`src/design/tcw_pkg.sv`:
```
`default_nettype none

package tcw_pkg;

    // Screen geometry
    localparam int COLUMNS       = 80;
    localparam int ROWS          = 25;
    localparam int CELL_COUNT    = ROWS * COLUMNS;
    localparam int LAST_ROW_BASE = (ROWS - 1) * COLUMNS;

    localparam int COL_W = (COLUMNS > 1) ? $clog2(COLUMNS) : 1;
    localparam int ROW_W = (ROWS > 1) ? $clog2(ROWS) : 1;
    localparam int POS_W = $clog2(CELL_COUNT);

    // Port field widths
    localparam int CHAR_W   = 8;
    localparam int ATTR_W   = 8;
    localparam int IDX_W    = 11;
    localparam int CURPOS_W = 11;
    localparam int CELL_W   = 16;

    // Width of a linear index before it is folded onto the ring of rows
    localparam int SUM_W = ((POS_W > IDX_W) ? POS_W : IDX_W) + 1;

    // Codes
    localparam logic             OP_PUT         = 1'b0;
    localparam logic             OP_READ        = 1'b1;
    localparam logic [CHAR_W-1:0] CHAR_NEWLINE   = 8'h0A;
    localparam logic [CHAR_W-1:0] CHAR_BACKSPACE = 8'h08;
    localparam logic [CHAR_W-1:0] GLYPH_BLANK    = 8'h20;
    localparam logic [ATTR_W-1:0] ATTR_RESET     = 8'h07;
    localparam logic [CELL_W-1:0] RESET_CELL     = 16'h0720;

    typedef enum logic [1:0] {
        ST_CLEAR,
        ST_IDLE,
        ST_READ,
        ST_BLANK
    } ctrl_state_t;

    typedef struct packed {
        logic                we;
        logic [POS_W-1:0]    waddr;
        logic [CELL_W-1:0]   wdata;
        logic                re;
        logic [POS_W-1:0]    raddr;
    } mem_req_t;

    typedef struct packed {
        logic                valid;
        logic [CELL_W-1:0]   cell_value;
        logic [POS_W-1:0]    cursor_pos;
        logic                scrolled;
    } result_t;

    function automatic logic [CELL_W-1:0] make_cell(
        input logic [CHAR_W-1:0] glyph,
        input logic [ATTR_W-1:0] attr
    );
        return {attr, glyph};
    endfunction

    // Map a logical cell index onto the store; the top row sits at base.
    function automatic logic [POS_W-1:0] phys_addr(
        input logic [SUM_W-1:0] lin,
        input logic [POS_W-1:0] base
    );
        logic [SUM_W-1:0] sum;
        sum = lin + SUM_W'(base);
        if (sum >= SUM_W'(CELL_COUNT))
        begin
            sum = sum - SUM_W'(CELL_COUNT);
        end
        return sum[POS_W-1:0];
    endfunction

endpackage

`default_nettype wire

```
`src/design/tcw_ctrl.sv`:
```
`default_nettype none

module tcw_ctrl
    import tcw_pkg::*;
(
    input  wire logic              clk,
    input  wire logic              rst_n,
    input  wire logic              in_valid,
    output logic                   in_ready,
    input  wire logic              in_opcode,
    input  wire logic [CHAR_W-1:0] in_char,
    input  wire logic [IDX_W-1:0]  in_index,
    input  wire logic [ATTR_W-1:0] attr,
    input  wire logic              out_free,
    input  wire logic [CELL_W-1:0] mem_rdata,
    output mem_req_t               mem_req,
    output result_t                result
);

    ctrl_state_t       state_reg, state_next;
    logic [POS_W-1:0]  clr_cnt_reg, clr_cnt_next;
    logic [COL_W-1:0]  blank_cnt_reg, blank_cnt_next;
    logic [ATTR_W-1:0] blank_attr_reg, blank_attr_next;
    logic [POS_W-1:0]  base_reg, base_next;
    logic [ROW_W-1:0]  row_reg, row_next;
    logic [COL_W-1:0]  col_reg, col_next;
    logic [POS_W-1:0]  pos_reg, pos_next;

    always_ff @(posedge clk or negedge rst_n)
    begin
        if (!rst_n)
        begin
            state_reg      <= ST_CLEAR;
            clr_cnt_reg    <= '0;
            blank_cnt_reg  <= '0;
            blank_attr_reg <= ATTR_RESET;
            base_reg       <= '0;
            row_reg        <= '0;
            col_reg        <= '0;
            pos_reg        <= '0;
        end
        else
        begin
            state_reg      <= state_next;
            clr_cnt_reg    <= clr_cnt_next;
            blank_cnt_reg  <= blank_cnt_next;
            blank_attr_reg <= blank_attr_next;
            base_reg       <= base_next;
            row_reg        <= row_next;
            col_reg        <= col_next;
            pos_reg        <= pos_next;
        end
    end

    always_comb
    begin
        logic at_last_row;
        logic at_last_col;
        logic [SUM_W-1:0] idx_ext;

        at_last_row = (row_reg == ROW_W'(ROWS - 1));
        at_last_col = (col_reg == COL_W'(COLUMNS - 1));
        idx_ext     = SUM_W'(in_index);

        state_next      = state_reg;
        clr_cnt_next    = clr_cnt_reg;
        blank_cnt_next  = blank_cnt_reg;
        blank_attr_next = blank_attr_reg;
        base_next       = base_reg;
        row_next        = row_reg;
        col_next        = col_reg;
        pos_next        = pos_reg;

        in_ready          = 1'b0;
        mem_req           = '0;
        result            = '0;
        result.cursor_pos = pos_reg;

        case (state_reg)
            ST_CLEAR:
            begin
                mem_req.we    = 1'b1;
                mem_req.waddr = clr_cnt_reg;
                mem_req.wdata = RESET_CELL;
                if (clr_cnt_reg == POS_W'(CELL_COUNT - 1))
                begin
                    state_next = ST_IDLE;
                end
                else
                begin
                    clr_cnt_next = clr_cnt_reg + 1'b1;
                end
            end

            ST_IDLE:
            begin
                in_ready = out_free;
                if (in_valid && out_free)
                begin
                    case (in_opcode)
                        OP_READ:
                        begin
                            if (idx_ext < SUM_W'(CELL_COUNT))
                            begin
                                mem_req.re    = 1'b1;
                                mem_req.raddr = phys_addr(idx_ext, base_reg);
                                state_next    = ST_READ;
                            end
                            else
                            begin
                                result.valid = 1'b1;
                            end
                        end

                        OP_PUT:
                        begin
                            result.valid = 1'b1;
                            case (in_char)
                                CHAR_NEWLINE:
                                begin
                                    col_next = '0;
                                    if (at_last_row)
                                    begin
                                        pos_next        = POS_W'(LAST_ROW_BASE);
                                        result.scrolled = 1'b1;
                                    end
                                    else
                                    begin
                                        row_next = row_reg + 1'b1;
                                        pos_next = pos_reg - POS_W'(col_reg) + POS_W'(COLUMNS);
                                    end
                                end

                                CHAR_BACKSPACE:
                                begin
                                    if (col_reg != '0)
                                    begin
                                        col_next = col_reg - 1'b1;
                                        pos_next = pos_reg - 1'b1;
                                    end
                                    else if (row_reg != '0)
                                    begin
                                        row_next = row_reg - 1'b1;
                                        col_next = COL_W'(COLUMNS - 1);
                                        pos_next = pos_reg - 1'b1;
                                    end
                                    mem_req.we    = 1'b1;
                                    mem_req.waddr = phys_addr(SUM_W'(pos_next), base_reg);
                                    mem_req.wdata = make_cell(GLYPH_BLANK, attr);
                                    result.cell_value = mem_req.wdata;
                                end

                                default:
                                begin
                                    mem_req.we    = 1'b1;
                                    mem_req.waddr = phys_addr(SUM_W'(pos_reg), base_reg);
                                    mem_req.wdata = make_cell(in_char, attr);
                                    result.cell_value = mem_req.wdata;
                                    if (at_last_col)
                                    begin
                                        col_next = '0;
                                        if (at_last_row)
                                        begin
                                            pos_next        = POS_W'(LAST_ROW_BASE);
                                            result.scrolled = 1'b1;
                                        end
                                        else
                                        begin
                                            row_next = row_reg + 1'b1;
                                            pos_next = pos_reg + 1'b1;
                                        end
                                    end
                                    else
                                    begin
                                        col_next = col_reg + 1'b1;
                                        pos_next = pos_reg + 1'b1;
                                    end
                                end
                            endcase
                            if (result.scrolled)
                            begin
                                // Hold the attribute of the scrolling word for the blank row
                                blank_attr_next = attr;
                                blank_cnt_next  = '0;
                                state_next      = ST_BLANK;
                            end
                        end

                        default:
                        begin
                            result.valid = 1'b0;
                        end
                    endcase
                    result.cursor_pos = pos_next;
                end
            end

            ST_READ:
            begin
                if (out_free)
                begin
                    result.valid      = 1'b1;
                    result.cell_value = mem_rdata;
                    state_next        = ST_IDLE;
                end
            end

            ST_BLANK:
            begin
                // The old top row becomes the new bottom row
                mem_req.we    = 1'b1;
                mem_req.waddr = base_reg + POS_W'(blank_cnt_reg);
                mem_req.wdata = make_cell(GLYPH_BLANK, blank_attr_reg);
                if (blank_cnt_reg == COL_W'(COLUMNS - 1))
                begin
                    if (base_reg == POS_W'(LAST_ROW_BASE))
                    begin
                        base_next = '0;
                    end
                    else
                    begin
                        base_next = base_reg + POS_W'(COLUMNS);
                    end
                    state_next = ST_IDLE;
                end
                else
                begin
                    blank_cnt_next = blank_cnt_reg + 1'b1;
                end
            end

            default:
            begin
                state_next = ST_IDLE;
            end
        endcase
    end

endmodule

`default_nettype wire

```
`config.mk`:
```
export PLATFORM = sky130hd
export DESIGN_NAME = tcw_ctrl
export DESIGN_NICKNAME = d
export VERILOG_FILES = /design/src/design/tcw_pkg.sv /design/src/design/tcw_ctrl.sv
export SDC_FILE = /design/constraint.sdc
export NUM_CORES = 1
export LEC_CHECK = 0
export ABC_AREA = 0
export BUFFER_PORTS_ARGS = -buffer_cell sky130_fd_sc_hd__buf_2
export CAP_MARGIN = 20
export CORE_MARGIN = 2
export CORE_UTILIZATION = 52
export CTS_CLUSTER_SIZE = 30
export DETAILED_ROUTE_END_ITERATION = 6
export GPL_ROUTABILITY_DRIVEN = 0
export PLACE_DENSITY = 0.83
export SETUP_SLACK_MARGIN = 0.15
export SYNTH_ARGS = -nofsm -noshare
export SYNTH_HDL_FRONTEND = slang
export SYNTH_SLANG_ARGS = --single-unit
export TNS_END_PERCENT = 100
```
`constraint.sdc`:
```
create_clock -name clk -period 8.2 [get_ports clk]
set_input_delay 0.82 -clock clk [delete_from_list [all_inputs] [get_ports clk]]
set_output_delay 0.82 -clock clk [all_outputs]
set_load 0.01 [all_outputs]
```
==> impl_metrics.py, run 1 <==
metrics = {
    "global_route": {
        "grt_max_degree": 59,
        "grt_antenna_before_repair": 0,
        "grt_pass1_wl_microns": 31800,
        "grt_pass1_vias": 6420,
        "gr-total-overflow": 0,
        "track_usage_pct": 27.7,
    },
    "synth": {
        "synthDistinctLibCells": 76,
        "synth_top_area_share_pct": 20.5,
        "synth.area.top_cells": "dfrtp_1, ha_1, xnor2_1",
        "syn_nets": 996,
        "ys_ff_latch": 58,
        "syn-cell-area_sq_um": 6730,
        "yosysTopAreaCell": "dfrtp_1",
        "synthTopCellsByCount": "nand2_1, nor2_1, ha_1, a21oi_1, dfrtp_1",
        "synthArstFlopShare_pct": 100,
        "synth_edf_count": 0,
        "ys_warn_count": 0,
        "synth_most_common_cell": "nand2_1",
        "ys_seq_area_share_pct": 21.6,
        "synth_ff_type": "dfrtp_1",
        "synth.avg_cell_area_sq_um": 7.68,
        "syn_inst": 876,
    },
    "clock_tree": {
        "clock_latency_ns": 0.35,
        "cts_tree": "done",
        "h-tree-depth": 3,
        "postCtsSetupBuffers": 0,
        "cts.sinks": 58,
        "clk_pin_slew_ns": 0.05,
        "clk_path_buf_depth": 2,
        "cts_inserted_buffers": 9,
        "cts_resized": 0,
        "cts_root_buf": "clkbuf_16",
        "cts-hold-fix-buffers": 0,
    },
    "placement": {
        "placed_area_sq_um": 7410,
        "dp_hpwl_microns": 14400,
        "io_buffers": 117,
    },
    "critical_path": {
        "cp.depth": 18,
        "ff2ff_path_depth": 14,
        "required_ns": 7.38,
        "critPathTopFamily": "simple AND/OR/NAND/NOR gates",
        "crit_path_frequent_cell": "ha_1",
        "arrival_ns": 5.39,
        "cp_max_fo": 14,
        "critical_path_class": "register to output pin",
        "r2r_slack_ns": 4.95,
        "endpoint_kind": "output pin",
        "crit_path_start_kind": "register",
        "cp_num_buf_inv": 2,
        "cp_cell_sequence": "inv_1 -> ha_1 -> nor4b_4 -> nand4_1 -> nand2_1 -> nor3_1 -> xor2_1 -> ha_1 -> xnor2_1 -> ha_1 -> nand4b_1 -> mux2_2 -> a32o_1 -> o41ai_4 -> nand4b_1 -> xnor2_1 -> o32ai_1 -> buf_2",
        "crit_slowest_cell": "nand4_1",
        "critPathMaxStageDelay_ns": 0.52,
    },
    "floorplan": {
        "dieArea_sq_um": 13900,
        "die_w_microns": 118,
        "io_pins": 118,
        "die_h_microns": 118,
        "num_rows": 41,
        "start_util_pct": 53.3,
        "core_sq_um": 12600,
    },
    "power_and_ir_drop": {
        "p_leak_uw": 0.00363,
        "power.density_nw_per_um2": 238,
        "ir_worst_vdd_uv": 251,
    },
    "finish": {
        "multi_input_area_sq_um": 4920,
        "fillerInstances": 1128,
        "syn_to_final_growth_pct": 15.0,
        "num_antenna_cells": 0,
        "fin_area_sq_um": 7740,
        "final_core_util_pct": 61.3,
        "ff_latch_area_sq_um": 1460,
        "nets": 1092,
        "layout-drive-gt1-share_pct": 16.8,
    },
    "detailed_routing": {
        "drtIter0Drc": 687,
        "drc": 0,
        "routed-wl-met3_microns": 1520,
        "m1WireLength_microns": 8440,
        "wl_per_cell_microns": 17.2,
        "wl_met2_microns": 9320,
        "wl_microns": 19700,
        "viasPerCell": 6.08,
        "dr.pass1.iters": 7,
        "antenna_left": 0,
        "vias": 6988,
        "top_layer": "met4",
    },
    "sta": {
        "maxSlewViolCount": 0,
        "relSlewSlack_pct": 30.4,
        "setup_viol": 0,
        "rsz0062_at_grt": "no",
        "hold_ws_ns": 0.503,
        "min_period_over_period_pct": 75.7,
        "max_freq_mhz": 161,
        "fin_crit_ns": 6.21,
        "clock-skew-final_ns": 0.00650,
        "fin_setup_tns_ns": 0,
        "worst_pin_slew_ns": 1.04,
        "finalHoldViolCount": 0,
    },
    "hold_path": {
        "hp-class": "register to register",
        "whs_path_depth": 1,
    },
    "outcome": {
        "status": "completed",
    },
    "flow_run": {
        "maxCapViolations": 0,
    },
}
routing by layer:
metal	track usage [%]	up-vias
met1	38.2	3264
met3	4.02	41
met4	8.66	0
met5	0	-
li1	-	3362
met2	44.8	321
stage by stage:
stage | worst slack, ns | power, uW | std cells
after global routing | 1.66 | 1970 | 1149
final | 1.99 | 1840 | 1149
after floorplan | 3.12 | 1130 | 876
after CTS | 2.10 | 1820 | 1149
after global placement | 2.52 | 1370 | 1133
after detailed placement | 2.46 | 1390 | 1133
cells by family (layout without fill, tap and decap cells):
group	after synthesis	after routing	synth area share, %
AND/OR/NAND/NOR	307	307	22.2
AO/OA/AOI/OAI	266	266	25.9
buffers and inverters	88	189	5.17
adder cells (fa/ha/maj)	73	73	13.8
XOR/XNOR	72	72	9.37
flip-flops	58	58	21.6
multiplexers	12	12	1.95
cell usage in the layout (no fill, tap or decap), types with 7 or more instances in the layout:
cell type	instances
o21a_1	7
xor2_1	26
inv_1	50
nand3_1	28
dfrtp_1	55
a21o_1	11
buf_2	117
nand4_1	11
a211oi_1	7
nand2_1	96
mux2_2	9
clkbuf_16	9
nor2_1	73
or3_1	7
nor2b_1	10
ha_1	70
o21ai_1	20
o21ai_0	54
xnor2_1	46
nor3_1	22
and2_1	19
a21boi_1	10
a22oi_1	14
a21oi_1	59
a31oi_1	17
and3_1	11
final cells by class:
cell class,instances,area share (%)
clock inverter,6,1.16
inverter,51,2.47
clock buffer,10,3.09
timing repair buffer,122,8.05
tap,172,2.78
sequential,58,18.8
multi-input combinational,730,63.6
final timing paths:
kind                                start             end
min in group asynchronous           rst_n     base_reg[5]
max reg2reg                    pos_reg[0]      pos_reg[9]
min reg2reg                clr_cnt_reg[8]  clr_cnt_reg[8]
min                        clr_cnt_reg[8]  clr_cnt_reg[8]
max                            col_reg[0]     mem_req[37]
max in group asynchronous           rst_n      pos_reg[0]
report_power, final:
group | switching, uW | internal (uW)
clock | 150 | 275
combinational | 581 | 401
sequential | 97.7 | 338
total | 828 | 1010
(Power assumes the default switching activity.)
==> run 2: changes to the inputs <==
--- a/config.mk
+++ b/config.mk
@@ -5,7 +5,7 @@
 export SDC_FILE = /design/constraint.sdc
 export NUM_CORES = 1
 export LEC_CHECK = 0
-export ABC_AREA = 0
+export ABC_AREA = 1
 export BUFFER_PORTS_ARGS = -buffer_cell sky130_fd_sc_hd__buf_2
 export CAP_MARGIN = 20
 export CORE_MARGIN = 2
@@ -13,7 +13,7 @@
 export CTS_CLUSTER_SIZE = 30
 export DETAILED_ROUTE_END_ITERATION = 6
 export GPL_ROUTABILITY_DRIVEN = 0
-export PLACE_DENSITY = 0.83
+export PLACE_DENSITY = 0.86
 export SETUP_SLACK_MARGIN = 0.15
 export SYNTH_ARGS = -nofsm -noshare
 export SYNTH_HDL_FRONTEND = slang
==> constraint.sdc (replaced) <==
create_clock -name clk -period 5.5 [get_ports clk]
set_input_delay 0.55 -clock clk [delete_from_list [all_inputs] [get_ports clk]]
set_output_delay 0.55 -clock clk [all_outputs]
set_load 0.01 [all_outputs]
==> run 2 against run 1 <==
  * Register-to-register slack got worse by 2.3 ns
  * Sequential share of layout area is 0.62 points lower
  * Global-route usage rose by 0.93 points
  * Cell area rose by 3.4%
  * Highest routed layer unchanged
  * Core utilization fell by 0.16 points
==> impl_metrics.py, run 2 <==
metrics = {
    "outcome": {
        "status": "completed",
    },
    "critical_path": {
        "crit_start": "col_reg[0]",
        "cp_max_fo": 9,
        "critical_path_class": "register to output pin",
        "r2r_slack_ns": 2.63,
        "reg2reg_to": "col_reg[3]",
        "endpoint_kind": "output pin",
        "crit_path_start_kind": "register",
        "required_ns": 4.95,
        "ff2ff_path_depth": 11,
        "r2r-start": "state_reg[0]",
        "arrival_ns": 4.31,
    },
    "sta": {
        "clock-skew-final_ns": 0.00578,
        "maxSlewViolCount": 0,
        "min_period_over_period_pct": 88.4,
        "setup_viol": 0,
        "fin_crit_ns": 4.86,
        "worst_pin_slew_ns": 1.08,
        "hold_ws_ns": 0.374,
        "setup_slack_ns": 0.636,
        "relSlewSlack_pct": 28.0,
        "max_freq_mhz": 206,
        "fin_setup_tns_ns": 0,
        "finalHoldViolCount": 0,
        "rsz0062_at_grt": "no",
    },
    "synth": {
        "ys_warn_count": 0,
        "yosysTopAreaCell": "dfrtp_1",
        "ys_seq_area_share_pct": 21.1,
        "synth_compound_area_share_pct": 15.4,
        "synthMuxAreaShare_pct": 0,
        "synth_top_area_share_pct": 19.9,
        "syn-cell-area_sq_um": 6910,
        "syn_inst": 1077,
        "synth.area.top_cells": "dfrtp_1, nand2_1, ha_1",
        "synthArstFlopShare_pct": 100,
        "synth_edf_count": 0,
        "synthDistinctLibCells": 52,
        "ys_ff_latch": 58,
        "synthTopCellsByCount": "nand2_1, inv_1, nor2_1, nand3_1, a21oi_1",
        "synth.avg_cell_area_sq_um": 6.41,
        "synthAdderAreaFrac_pct": 13.3,
        "synth_top_family_by_area": "simple AND/OR/NAND/NOR gates",
        "synth_xor_area_share_pct": 5.58,
        "syn_nets": 1197,
        "yosys.area_share.simple_pct": 34.2,
        "synth_most_common_cell": "nand2_1",
        "synth_ff_type": "dfrtp_1",
    },
    "global_route": {
        "grt_pass1_wl_microns": 33300,
        "track_usage_pct": 28.6,
        "grt_pass1_vias": 7228,
        "grt_antenna_before_repair": 0,
        "grt_max_degree": 59,
        "gr-total-overflow": 0,
    },
    "floorplan": {
        "io_pins": 118,
        "num_rows": 42,
        "dieArea_sq_um": 14200,
        "die_h_microns": 119,
        "core_sq_um": 13100,
        "start_util_pct": 52.8,
        "die_w_microns": 119,
    },
    "hold_path": {
        "hp-class": "input port to async pin",
    },
    "power_and_ir_drop": {
        "p_total_uw": 3330,
        "power.density_nw_per_um2": 416,
        "ir_worst_vdd_uv": 198,
        "p_leak_uw": 0.00432,
    },
    "clock_tree": {
        "clock_latency_ns": 0.34,
        "clk_path_buf_depth": 2,
        "cts_tree": "done",
        "cts_inserted_buffers": 9,
        "cts_resized": 0,
        "cts_root_buf": "clkbuf_16",
        "cts.sinks": 58,
        "cts-hold-fix-buffers": 0,
        "h-tree-depth": 3,
        "clk_pin_slew_ns": 0.06,
        "postCtsSetupBuffers": 0,
    },
    "detailed_routing": {
        "drtIter0Drc": 568,
        "drc": 0,
        "antenna_left": 0,
        "viasPerCell": 5.63,
        "vias": 7701,
        "wl_microns": 20400,
        "wl_per_cell_microns": 14.9,
        "dr.pass1.iters": 7,
    },
    "placement": {
        "dp_hpwl_microns": 15000,
        "io_buffers": 117,
        "place_ws_ns": 1.18,
    },
    "finish": {
        "fillerInstances": 1198,
        "num_antenna_cells": 0,
        "syn_to_final_growth_pct": 15.9,
        "final_common_cell": "nand2_1",
        "mostFrequentLayoutCells": "nand2_1, inv_1, buf_2",
        "layout-drive-gt1-share_pct": 16.1,
        "nets": 1308,
    },
    "flow_run": {
        "maxCapViolations": 0,
    },
}
## run 2: changes by cell type in the layout (fill, tap and decap cells not counted), sizes merged, moves of 13 or more
cell and change:
nand2 +194, inv +111, nand3 +62, xnor2 -34
a21oi +29, nor2 +22, o21ai -19, and2 -18
a31oi -13
## run 2: worst max-delay path by stage
stage                     depth (start not counted)     endpoint
final                                            27  mem_req[36]
after global routing                             27  mem_req[36]
after CTS                                        27  mem_req[36]
after detailed placement                         27  mem_req[35]
after global placement                           27  mem_req[32]
after floorplan                                  25  mem_req[33]
## run 2: worst max-delay path, cell delays in order (launching register included)
cell	delay, ns
dfrtp_1	0.42
inv_1	0.16
ha_1	0.17
nand2_1	0.08
nor2_4	0.19
nand2_4	0.12
nand3_2	0.11
inv_1	0.05
nand3_1	0.09
o21ai_0	0.10
nand2_1	0.09
xor2_1	0.27
ha_1	0.31
nand2_1	0.10
inv_1	0.04
nand2_1	0.07
nand2_1	0.06
a21oi_1	0.25
nand3_1	0.11
nor2_1	0.27
nand3_2	0.21
nand2_2	0.17
nand2_1	0.07
nand3_1	0.08
nand2_1	0.06
nand2_1	0.08
a21oi_2	0.05
buf_2	0.19
## run 2: per-layer routing
| metal | global-route usage [%] | share of wire, % |
|---|---|---|
| met4 | 13.3 | 3.5 |
| met2 | 48.4 | 48 |
| met1 | 35.6 | 42 |
| met5 | 0 | 0 |
| met3 | 4.65 | 7.0 |
## run 2: final cells by class
| type | instances | area, sq um | area share, % |
|---|---|---|---|
| timing repair buffer | 122 | 623 | 7.79 |
| clock buffer | 9 | 225 | 2.81 |
| clock inverter | 7 | 126 | 1.58 |
| sequential | 58 | 1460 | 18.2 |
| inverter | 165 | 622 | 7.77 |
| tap | 176 | 220 | 2.75 |
| multi-input combinational | 832 | 4730 | 59.1 |
## run 2: power breakdown
| group | switching, uW | internal, uW | total (uW) |
|---|---|---|---|
| clock | 233 | 447 | 680 |
| sequential | 135 | 517 | 652 |
| combinational | 1290 | 712 | 2000 |
## run 2: through the flow
step | utilization, % | cells | area [sq um]
final | 61.2 | 1369 | 8000
after global routing | 61.2 | 1369 | 8000
after CTS | 61.2 | 1369 | 8000
after detailed placement | 58.5 | 1353 | 7650
after global placement | 58.5 | 1353 | 7650
after floorplan | - | 1077 | 6910
## run 2: kinds of logic after synthesis
group,count (synthesis)
compound gates,184
xor+xnor,44
simple gates,532
fa+ha+maj,72
flops,58
buf+inv,187
==> run 3: changes to the inputs <==
--- a/config.mk
+++ b/config.mk
@@ -9,12 +9,12 @@
 export BUFFER_PORTS_ARGS = -buffer_cell sky130_fd_sc_hd__buf_2
 export CAP_MARGIN = 20
 export CORE_MARGIN = 2
-export CORE_UTILIZATION = 52
+export CORE_UTILIZATION = 49
 export CTS_CLUSTER_SIZE = 30
 export DETAILED_ROUTE_END_ITERATION = 6
 export GPL_ROUTABILITY_DRIVEN = 0
-export PLACE_DENSITY = 0.86
-export SETUP_SLACK_MARGIN = 0.15
+export PLACE_DENSITY = 0.82
+export SETUP_SLACK_MARGIN = 0.02
 export SYNTH_ARGS = -nofsm -noshare
 export SYNTH_HDL_FRONTEND = slang
 export SYNTH_SLANG_ARGS = --single-unit
==> run 3 against run 2 <==
  * Die area is 5.9% higher
  * Combinational power about the same
  * Sequential power barely moved
  * Count of clock-buffer cells in the layout did not move
  * Via count shrank 2.7%
  * Core utilization down 3.3 points
  * Largest power group unchanged
  * Highest routed layer unchanged
==> impl_metrics.py, run 3 (synthesis results as in run 2) <==
metrics = {
    "clock_tree": {
        "cts-hold-fix-buffers": 0,
        "postCtsSetupBuffers": 0,
        "cts_root_buf": "clkbuf_16",
        "cts.sinks": 58,
        "h-tree-depth": 3,
        "cts_tree": "done",
        "clock_latency_ns": 0.34,
        "cts_inserted_buffers": 9,
        "clk_pin_slew_ns": 0.06,
        "clk_path_buf_depth": 2,
        "cts_resized": 0,
    },
    "finish": {
        "fillerInstances": 1293,
        "layout-drive-gt1-share_pct": 16.0,
        "fin_area_sq_um": 8000,
        "syn_to_final_growth_pct": 15.8,
        "multi_input_area_sq_um": 4730,
        "ff_latch_area_sq_um": 1460,
        "num_antenna_cells": 0,
        "nets": 1307,
        "final_common_cell": "nand2_1",
        "mostFrequentLayoutCells": "nand2_1, inv_1, buf_2",
    },
    "sta": {
        "min_period_over_period_pct": 86.7,
        "finalHoldViolCount": 0,
        "fin_setup_tns_ns": 0,
        "maxSlewViolCount": 0,
        "relSlewSlack_pct": 30.1,
        "max_freq_mhz": 210,
        "clock-skew-final_ns": 0.00990,
        "setup_viol": 0,
        "worst_pin_slew_ns": 1.05,
        "fin_crit_ns": 4.77,
        "rsz0062_at_grt": "no",
    },
    "detailed_routing": {
        "vias": 7492,
        "wl_per_cell_microns": 14.5,
        "viasPerCell": 5.46,
        "dr.pass1.iters": 5,
        "antenna_left": 0,
        "routed-wl-met3_microns": 1390,
        "drtIter0Drc": 580,
        "drc": 0,
        "wl_microns": 19900,
        "m1WireLength_microns": 8420,
        "wl_met2_microns": 9600,
        "top_layer": "met4",
    },
    "floorplan": {
        "start_util_pct": 50.0,
        "die_h_microns": 123,
        "io_pins": 118,
        "dieArea_sq_um": 15100,
        "num_rows": 43,
        "core_sq_um": 13800,
        "die_w_microns": 123,
    },
    "critical_path": {
        "crit_path_frequent_cell": "nand2_1",
        "critical_path_class": "register to output pin",
        "r2r_slack_ns": 2.62,
        "critPathTopFamily": "simple AND/OR/NAND/NOR gates",
        "required_ns": 4.95,
        "r2r-start": "state_reg[0]",
        "endpoint_kind": "output pin",
        "critPathMaxStageDelay_ns": 0.41,
        "reg2reg_to": "col_reg[3]",
        "cp_max_fo": 9,
        "ff2ff_path_depth": 11,
        "arrival_ns": 4.22,
        "crit_slowest_cell": "dfrtp_1",
        "crit_path_start_kind": "register",
        "crit_start": "col_reg[0]",
        "cp_num_buf_inv": 4,
    },
    "global_route": {
        "grt_pass1_vias": 6872,
        "grt_max_degree": 59,
        "grt_pass1_wl_microns": 32600,
        "track_usage_pct": 27.0,
        "gr-total-overflow": 0,
        "grt_antenna_before_repair": 0,
    },
    "power_and_ir_drop": {
        "pwr-share-seq_pct": 19.7,
        "p_leak_uw": 0.00432,
        "ir_worst_vdd_uv": 207,
        "p_int_uw": 1670,
        "power_switching_uw": 1630,
        "power.density_nw_per_um2": 413,
        "clock_power_share_pct": 20.5,
        "p_sw_share_pct": 49.3,
        "pwr-share-comb_pct": 59.8,
    },
    "placement": {
        "io_buffers": 117,
        "placed_area_sq_um": 7650,
        "dp_hpwl_microns": 15300,
    },
    "outcome": {
        "status": "completed",
    },
    "hold_path": {
        "hp-class": "input port to async pin",
    },
    "flow_run": {
        "maxCapViolations": 0,
    },
}
-- run 3: layout make-up --
type	count	area share [%]
well taps	180	2.82
multi-input cells	832	59.1
flip-flops and latches	58	18.2
clock inverters	7	1.56
clock buffers	9	2.82
inverters	165	7.77
repair buffers	121	7.70
-- run 3: per-layer routing --
layer | GRT usage [%] | vias to the layer above
met5 | 0 | -
met4 | 10.7 | 0
met3 | 4.23 | 51
met2 | 44.8 | 257
met1 | 35.1 | 3433
li1 | - | 3751
-- run 3: power groups by stage --
stage	Clock [uW]	Sequential [uW]	Combinational [uW]
final	676	649	1970
after global routing	700	665	2240
after CTS	679	646	1950
after detailed placement	0	653	1920
after global placement	0	649	1890
after floorplan	0	609	1490
-- run 3: through the flow --
| stage | setup WS, ns | std cells | hold slack, ns | util, % | total power [uW] |
|---|---|---|---|---|---|
| floorplan | 1.75 | 1077 | 0.254 | - | 2100 |
| global placement | 1.35 | 1356 | 0.453 | 55.3 | 2540 |
| detailed placement | 1.20 | 1356 | 0.464 | 55.3 | 2580 |
| CTS | 0.776 | 1372 | 0.410 | 57.9 | 3280 |
| global route | 0.312 | 1372 | 0.440 | 57.9 | 3610 |
| finish | 0.734 | 1372 | 0.367 | 57.9 | 3300 |
-- run 3: worst max-delay path by stage --
stage / slack (ns) / cells past startpoint / to
2_1_floorplan: 1.75 / 25 / mem_req[33]
3_3_place_gp: 1.35 / 27 / mem_req[36]
3_5_place_dp: 1.20 / 27 / mem_req[32]
4_1_cts: 0.78 / 27 / mem_req[33]
5_1_grt: 0.31 / 27 / mem_req[33]
6_report: 0.73 / 27 / mem_req[33]
-- run 3: worst register-to-register path: cells and delay by family, from the launching register on --
family	cells	cell delay (ns)
buffers and inverters	5	0.90
AO/OA/AOI/OAI	3	0.79
flip-flops	1	0.52
adder cells (fa/ha/maj)	1	0.31
AND/OR/NAND/NOR	2	0.24
